$ cat config.mk
export PLATFORM = sky130hd
export DESIGN_NAME = lbg_led_decode
export DESIGN_NICKNAME = d
export VERILOG_FILES = /design/src/sv/lbg_pkg.sv /design/src/sv/lbg_led_decode.sv
export SDC_FILE = /design/constraint.sdc
export NUM_CORES = 1
export LEC_CHECK = 0
export BUFFER_PORTS_ARGS = -buffer_cell sky130_fd_sc_hd__buf_2
export CORE_UTILIZATION = 40
export DETAILED_ROUTE_END_ITERATION = 6
export PLACE_DENSITY = 0.68
export SYNTH_ARGS = -nofsm -noshare
export SYNTH_HDL_FRONTEND = slang
export SYNTH_SLANG_ARGS = --single-unit
$ cat constraint.sdc
create_clock -name vclk -period 2.7
set_input_delay 0.27 -clock vclk [all_inputs]
set_output_delay 0.27 -clock vclk [all_outputs]
set_load 0.005 [all_outputs]
$ cat src/sv/lbg_pkg.sv
// Types, pattern codes and LED tables for the bar gauge pattern sequencer.
package lbg_pkg;

   typedef logic [3:0] pattern_type;
   typedef logic [6:0] step_type;
   typedef logic [4:0] leds_type;

   localparam pattern_type PAT_OFF      = 4'd0;
   localparam pattern_type PAT_LVL_LAST = 4'd5;
   localparam pattern_type PAT_CRITICAL = 4'd6;
   localparam pattern_type PAT_COMPLETE = 4'd7;
   localparam pattern_type PAT_CHG_LAST = 4'd12;
   localparam pattern_type PAT_SEARCH   = 4'd13;
   localparam pattern_type PAT_FLASH    = 4'd14;
   localparam pattern_type CHG_TO_LVL   = 4'd7;

   localparam step_type STEP_LAST = 7'd87;
   localparam step_type STEP_MOD  = 7'd22;

   localparam leds_type LED_DARK = 5'h00;
   localparam leds_type LED_R    = 5'h01;
   localparam leds_type LED_Y1   = 5'h02;
   localparam leds_type LED_Y2   = 5'h04;
   localparam leds_type LED_G1   = 5'h08;
   localparam leds_type LED_G2   = 5'h10;
   localparam leds_type LED_ALL  = 5'h1F;

   localparam logic ACT_TICK   = 1'b0;
   localparam logic ACT_SELECT = 1'b1;

   // charge level bar: 0 dark, 1 full (100) down to 5 (20)
   function automatic leds_type level_leds(input logic [2:0] idx);
      leds_type v;
      case (idx)
         3'd1:    v = 5'h1F;
         3'd2:    v = 5'h0F;
         3'd3:    v = 5'h07;
         3'd4:    v = 5'h03;
         3'd5:    v = 5'h01;
         default: v = LED_DARK;
      endcase
      return v;
   endfunction

   function automatic leds_type search_leds(input logic [2:0] idx);
      leds_type v;
      case (idx)
         3'd0:    v = LED_R;
         3'd1:    v = LED_Y1;
         3'd2:    v = LED_Y2;
         3'd3:    v = LED_G1;
         3'd4:    v = LED_G2;
         3'd5:    v = LED_G1;
         3'd6:    v = LED_Y2;
         default: v = LED_Y1;
      endcase
      return v;
   endfunction

   function automatic leds_type sweep_leds(input logic [2:0] idx);
      leds_type v;
      case (idx)
         3'd1:    v = LED_R;
         3'd2:    v = LED_Y1;
         3'd3:    v = LED_Y2;
         3'd4:    v = LED_G1;
         3'd5:    v = LED_G2;
         default: v = LED_DARK;
      endcase
      return v;
   endfunction

endpackage

$ cat src/sv/lbg_led_decode.sv
// LED word for one step of a pattern.
module lbg_led_decode import lbg_pkg::*; (
   input  pattern_type pattern,
   input  step_type    step,
   input  leds_type    prev_leds,
   output leds_type    leds
);

   step_type    step_m22;
   logic [3:0]  phase;
   pattern_type lvl_idx;

   always_comb begin
      if (step >= 7'(3 * STEP_MOD)) begin
         step_m22 = step - 7'(3 * STEP_MOD);
      end else if (step >= 7'(2 * STEP_MOD)) begin
         step_m22 = step - 7'(2 * STEP_MOD);
      end else if (step >= STEP_MOD) begin
         step_m22 = step - STEP_MOD;
      end else begin
         step_m22 = step;
      end
   end

   assign phase   = step_m22[4:1];
   assign lvl_idx = pattern - CHG_TO_LVL;

   always_comb begin
      leds = prev_leds;
      if (pattern <= PAT_LVL_LAST) begin
         leds = level_leds(pattern[2:0]);
      end else if (pattern == PAT_CRITICAL) begin
         leds = step[1] ? LED_DARK : LED_R;
      end else if (pattern == PAT_COMPLETE) begin
         leds = LED_ALL;
      end else if (pattern <= PAT_CHG_LAST) begin
         // sweep, then settle on the level; later phases hold
         if (phase <= 4'd5) begin
            leds = sweep_leds(phase[2:0]);
         end else if (phase == 4'd6) begin
            leds = level_leds(lvl_idx[2:0]);
         end
      end else if (pattern == PAT_SEARCH) begin
         leds = search_leds(step[2:0]);
      end else if (pattern == PAT_FLASH) begin
         leds = step[0] ? LED_ALL : LED_DARK;
      end
   end

endmodule

==> impl_metrics.json, run 1 <==
{
  "status": "finished, violations left",
  "violations": "setup timing",
  "holdWs_ns": 0.970,
  "synth.top_cells.by_count": "16 x nand2_1, 12 x o21ai_0, 11 x nor2_1",
  "final_cells": 221,
  "dieArea_um2": 2720,
  "hold_path.class": "in -> out",
  "nFillCells": 205,
  "grt_overflow": 0,
  "fin_crit_sh": 1.03,
  "diodes": 0,
  "netlist_top_cells_area": "ha_1 8.7%, o21ai_0 6.0%, nand2_1 6.0%, nor2_1 4.1%, xnor2_1 3.5%",
  "fp-row-count": 17,
  "fin_util": 0.642,
  "drtPass1Iterations": 4,
  "num_vias": 1367,
  "hold_violations": 0,
  "worstSetupEndpointType": "output port",
  "yosysSeqAreaShare": 0,
  "p_per_area_nw_per_um2": 212,
  "grt_usage": 0.266,
  "grt_pass1_vias": 1244,
  "grt_setup_unrepaired": "true",
  "viasPerCell": 6.19,
  "ant_nets": 0,
  "crit_end": "leds[2]",
  "nNetsFinal": 218,
  "synth_area_um2": 1010,
  "dpl.hpwl_um": 2660,
  "synth_cell_types": 57,
  "synth.avg_cell_area_um2": 6.71,
  "top_level_ports": 21,
  "synth_fp_nets": 173,
  "start_util": 0.438,
  "critPathLaunchType": "input port",
  "synth_top_area_share": 0.0870,
  "core-area_um2": 2300,
  "worstPathCellList": "buf_8 > buf_4 > ha_1 > o21a_1 > o31ai_1 > a32oi_1 > buf_4 > a41o_1 > and3_1 > or3_1 > buf_2",
  "arrival_ns": 2.51,
  "ys_warn_count": 0,
  "antenna_found_initial": 0,
  "cp.required_ns": 2.43,
  "hp-start": "prev_leds[0]",
  "grt_max_degree": 17,
  "routabilityCongestion": 0.905,
  "drc": 0,
  "maxCapViolCount": 0,
  "setup_ws_ns": -0.0766,
  "startpoint": "step[1]",
  "crit_fanout": 4,
  "crit_path_top_delay_cell": "or3_1",
  "critPathMaxStageDelay_ns": 0.36,
  "syn-instance-count": 150,
  "power_leakage_nw": 0.659,
  "grt_first_pass_wirelength_um": 5570,
  "setup_violations": 4,
  "critPathMostFrequentCell": "buf_4",
  "clockBufferCount": 0,
  "clock.fmax_mhz": 360,
  "regArea_um2": 0,
  "path_class": "in -> out",
  "routed_wl_um": 3550,
  "cts_hold_buf": 0,
  "yosysTopAreaCell": "ha_1",
  "portBuffers": 21,
  "synth_most_common_cell": "nand2_1",
  "drtIter0Drc": 62,
  "fin_crit_ns": 2.78,
  "die_h_um": 52.2,
  "design.seq.count": 0,
  "worstMarginPinSlew_ns": 0.429,
  "slew_headroom": 0.710,
  "vdd_drop_max_mv": 0.109,
  "dp_cells": 216,
  "drive_gt1_frac": 0.404,
  "area_growth_pct": 46.3,
  "die_x_um": 52.2,
  "final-max-slew-violation-count": 0,
  "wire_per_inst_um": 16.0
}
## per-layer routing
| layer | track usage | vias to the layer above | routed length, um |
|---|---|---|---|
| li1 | - | 675 | - |
| met2 | 0.451 | 49 | 1640 |
| met1 | 0.390 | 641 | 1620 |
| met3 | 0 | 2 | 269 |
| met4 | 0.0263 | 0 | 17 |
| met5 | 0 | - | 0 |
## layout make-up
cell class	count	area (um^2)	area share
Multi-Input combinational cell	134	1040	0.703
Inverter	5	26.3	0.0178
Timing Repair Buffer	54	377	0.256
Tap cell	28	35.0	0.0238
## stage by stage
stage	area (um^2)	setup WS [ns]	total power, mW	setup TNS [ns]
after detailed placement	1330	-0.148	0.262	-0.392
after global placement	1330	-0.0709	0.257	-0.124
final	1470	-0.0766	0.312	-0.164
after global routing	1470	-0.189	0.335	-0.648
after floorplan	1030	0.0113	0.163	0
after CTS	1440	-0.0871	0.295	-0.125
## placed cells by master (no fill, tap or decap), types with 2 or more instances in the layout
cell type	count
ha_1	6
a32o_1	2
a211o_2	2
xnor2_1	4
nor3b_1	2
o31ai_1	3
buf_2	19
nor3_1	4
o21ai_0	11
a32oi_1	2
a31oi_1	4
nand2_1	16
nor2b_1	3
buf_4	32
o21a_1	2
o211ai_1	2
a311oi_2	2
inv_1	3
a21oi_1	6
o22ai_2	2
nor2_1	10
o22ai_1	2
and3_1	3
or3_1	2
buf_8	2
nand3_1	3
nand2b_1	4
## how the worst min path moves through the flow
stage | to | slack (ns) | depth (start not counted)
final | leds[0] | 0.97 | 4
after global routing | leds[4] | 1.0 | 4
after CTS | leds[4] | 0.94 | 4
after detailed placement | leds[4] | 0.94 | 4
after global placement | leds[0] | 0.93 | 4
after floorplan | leds[4] | 0.70 | 2
## kinds of logic after synthesis
| family | synth area share |
|---|---|
| AOI/OAI and AO/OA | 0.472 |
| xor gates and xnor gates | 0.0435 |
| adders and majority gates | 0.0870 |
| buffers and inverters | 0.0696 |
| muxes | 0.0112 |
| and+or+nand+nor | 0.317 |
## power breakdown
part,switching [mW],total [mW],internal [mW]
logic,0.160,0.312,0.152
registers,0,0,0
clock network,0,0,0
## timing repair
action | 4_1_cts | 5_1_grt
buffers inserted | 5 | 0
pin swaps | 15 | 6
gates resized for setup | 16 | 7
endpoints found under the setup margin | 5 | 5
## worst max-delay path: cells and delay by family
kind                     cells  cell delay (ns)
buffers and inverters        4             0.53
adder cells (fa/ha/maj)      1             0.24
AND/OR/NAND/NOR              2             0.50
AO/OA/AOI/OAI                4             0.96
No activity file was read; power rests on OpenSTA's default activity.
==> run 2: changes to the inputs <==
BUFFER_PORTS_ARGS = -buffer_cell sky130_fd_sc_hd__buf_4   (was -buffer_cell sky130_fd_sc_hd__buf_2)
PLACE_DENSITY = 0.65   (was 0.68)
clock period = 3.01 ns   (was 2.7 ns; I/O delays follow)
==> impl_metrics.json, run 2 (synthesis results as in run 1) <==
{
  "grt_usage": 0.232,
  "fin_tns_setup_ns": 0,
  "drc": 0,
  "multiInputGateArea_um2": 980,
  "startpoint": "step[1]",
  "fin_util": 0.551,
  "die_h_um": 52.2,
  "slew_headroom": 0.705,
  "diodes": 0,
  "worstMarginPinSlew_ns": 0.443,
  "portBuffers": 21,
  "fin_area_um2": 1270,
  "finalPower_mw": 0.233,
  "die_x_um": 52.2,
  "routed_wl_um": 3020,
  "top_level_ports": 21,
  "fin_crit_ns": 2.98,
  "maxCapViolCount": 0,
  "regArea_um2": 0,
  "design.seq.count": 0,
  "worstSetupEndpointType": "output port",
  "hold_violations": 0,
  "status": "finished clean",
  "dieArea_um2": 2720,
  "fin_crit_sh": 0.991,
  "final_common_cell": "buf_4",
  "crit_fanout": 4,
  "routabilityCongestion": 0.922,
  "drive_gt1_frac": 0.282,
  "start_util": 0.438,
  "num_vias": 1262,
  "dpl_cell_area_um2": 1220,
  "area_growth_pct": 25.7,
  "final-max-slew-violation-count": 0,
  "cp.required_ns": 2.71,
  "fp-row-count": 17,
  "power_leakage_nw": 0.540,
  "vdd_drop_max_mv": 0.0887,
  "setup_violations": 0,
  "antenna_found_initial": 0,
  "grt_setup_unrepaired": "true",
  "critPathLaunchType": "input port",
  "nFillCells": 233,
  "crit_end": "leds[2]",
  "nNetsFinal": 195,
  "ant_nets": 0,
  "viasPerCell": 6.37,
  "p_per_area_nw_per_um2": 184,
  "grt_max_degree": 18,
  "layout_common_cells": "31 x buf_4, 16 x nand2_1, 11 x nor2_1, 11 x o21ai_0",
  "path_class": "in -> out",
  "hold_path.class": "in -> out",
  "grt_first_pass_wirelength_um": 5080,
  "drtIter0Drc": 44,
  "core-area_um2": 2300,
  "clock.fmax_mhz": 335,
  "cts_hold_buf": 0,
  "dpl.hpwl_um": 2280,
  "arrival_ns": 2.68,
  "drtPass1Iterations": 4,
  "grt_overflow": 0,
  "grt_pass1_vias": 1129,
  "clockBufferCount": 0,
  "wire_per_inst_um": 15.3
}
-- run 2: cell types whose count changed in the layout (fill, tap and decap cells not counted), moves of 2 or more --
cell	previous run	this run
buf_2	19	0
a311oi_1	0	2
a311oi_2	2	0
buf_8	2	0
inv_2	0	2
o22ai_1	2	4
o22ai_2	2	0
-- run 2: worst min-delay path by stage --
stage,startpoint,end,slack [ns],depth (start not counted)
final,pattern[3],leds[1],0.98,3
after CTS,pattern[3],leds[1],0.98,3
after floorplan,prev_leds[4],leds[4],0.76,2
after global placement,pattern[3],leds[1],0.97,3
after detailed placement,pattern[3],leds[1],0.98,3
after global routing,pattern[3],leds[1],1.01,3
-- run 2: routing by layer --
metal | wire length, um | global-route usage | share of wire
met1 | 1490 | 0.361 | 0.49
met2 | 1350 | 0.363 | 0.45
met3 | 167 | 0.00290 | 0.055
met4 | 14 | 0.0219 | 0.0046
met5 | 0 | 0 | 0
-- run 2: metrics by stage --
step	instances	hold WS (ns)	worst slack, ns
5_1_grt	198	1.01	-0.0609
3_3_place_gp	197	0.974	0.0542
6_report	198	0.984	0.0268
2_1_floorplan	150	0.757	0.0376
4_1_cts	197	0.981	0.00609
3_5_place_dp	197	0.978	0.00354
-- run 2: repair_timing --
item	4_1_cts	5_1_grt
resized for setup	1	9
buffers inserted	0	1
endpoints found under the setup margin	1	5
pin swaps	0	4
-- run 2: power breakdown --
group          switching (mW)  internal [mW]  total (mW)
combinational           0.123          0.110       0.233
sequential                  0              0           0
clock                       0              0           0
-- run 2: final cells by class --
class                      instances  area share
multi-input combinational        134       0.774
timing repair buffer              31       0.184
tap                               28      0.0277
inverter                           5      0.0148
-- run 2: critical path, cell delays in order --
cell and delay, ns:
buf_4 0.11, inv_2 0.07, ha_4 0.14, or4b_4 0.50, a211oi_4 0.25, o311a_4 0.22
o221ai_2 0.13, a41o_1 0.29, and3_1 0.19, or3_1 0.34, buf_4 0.14
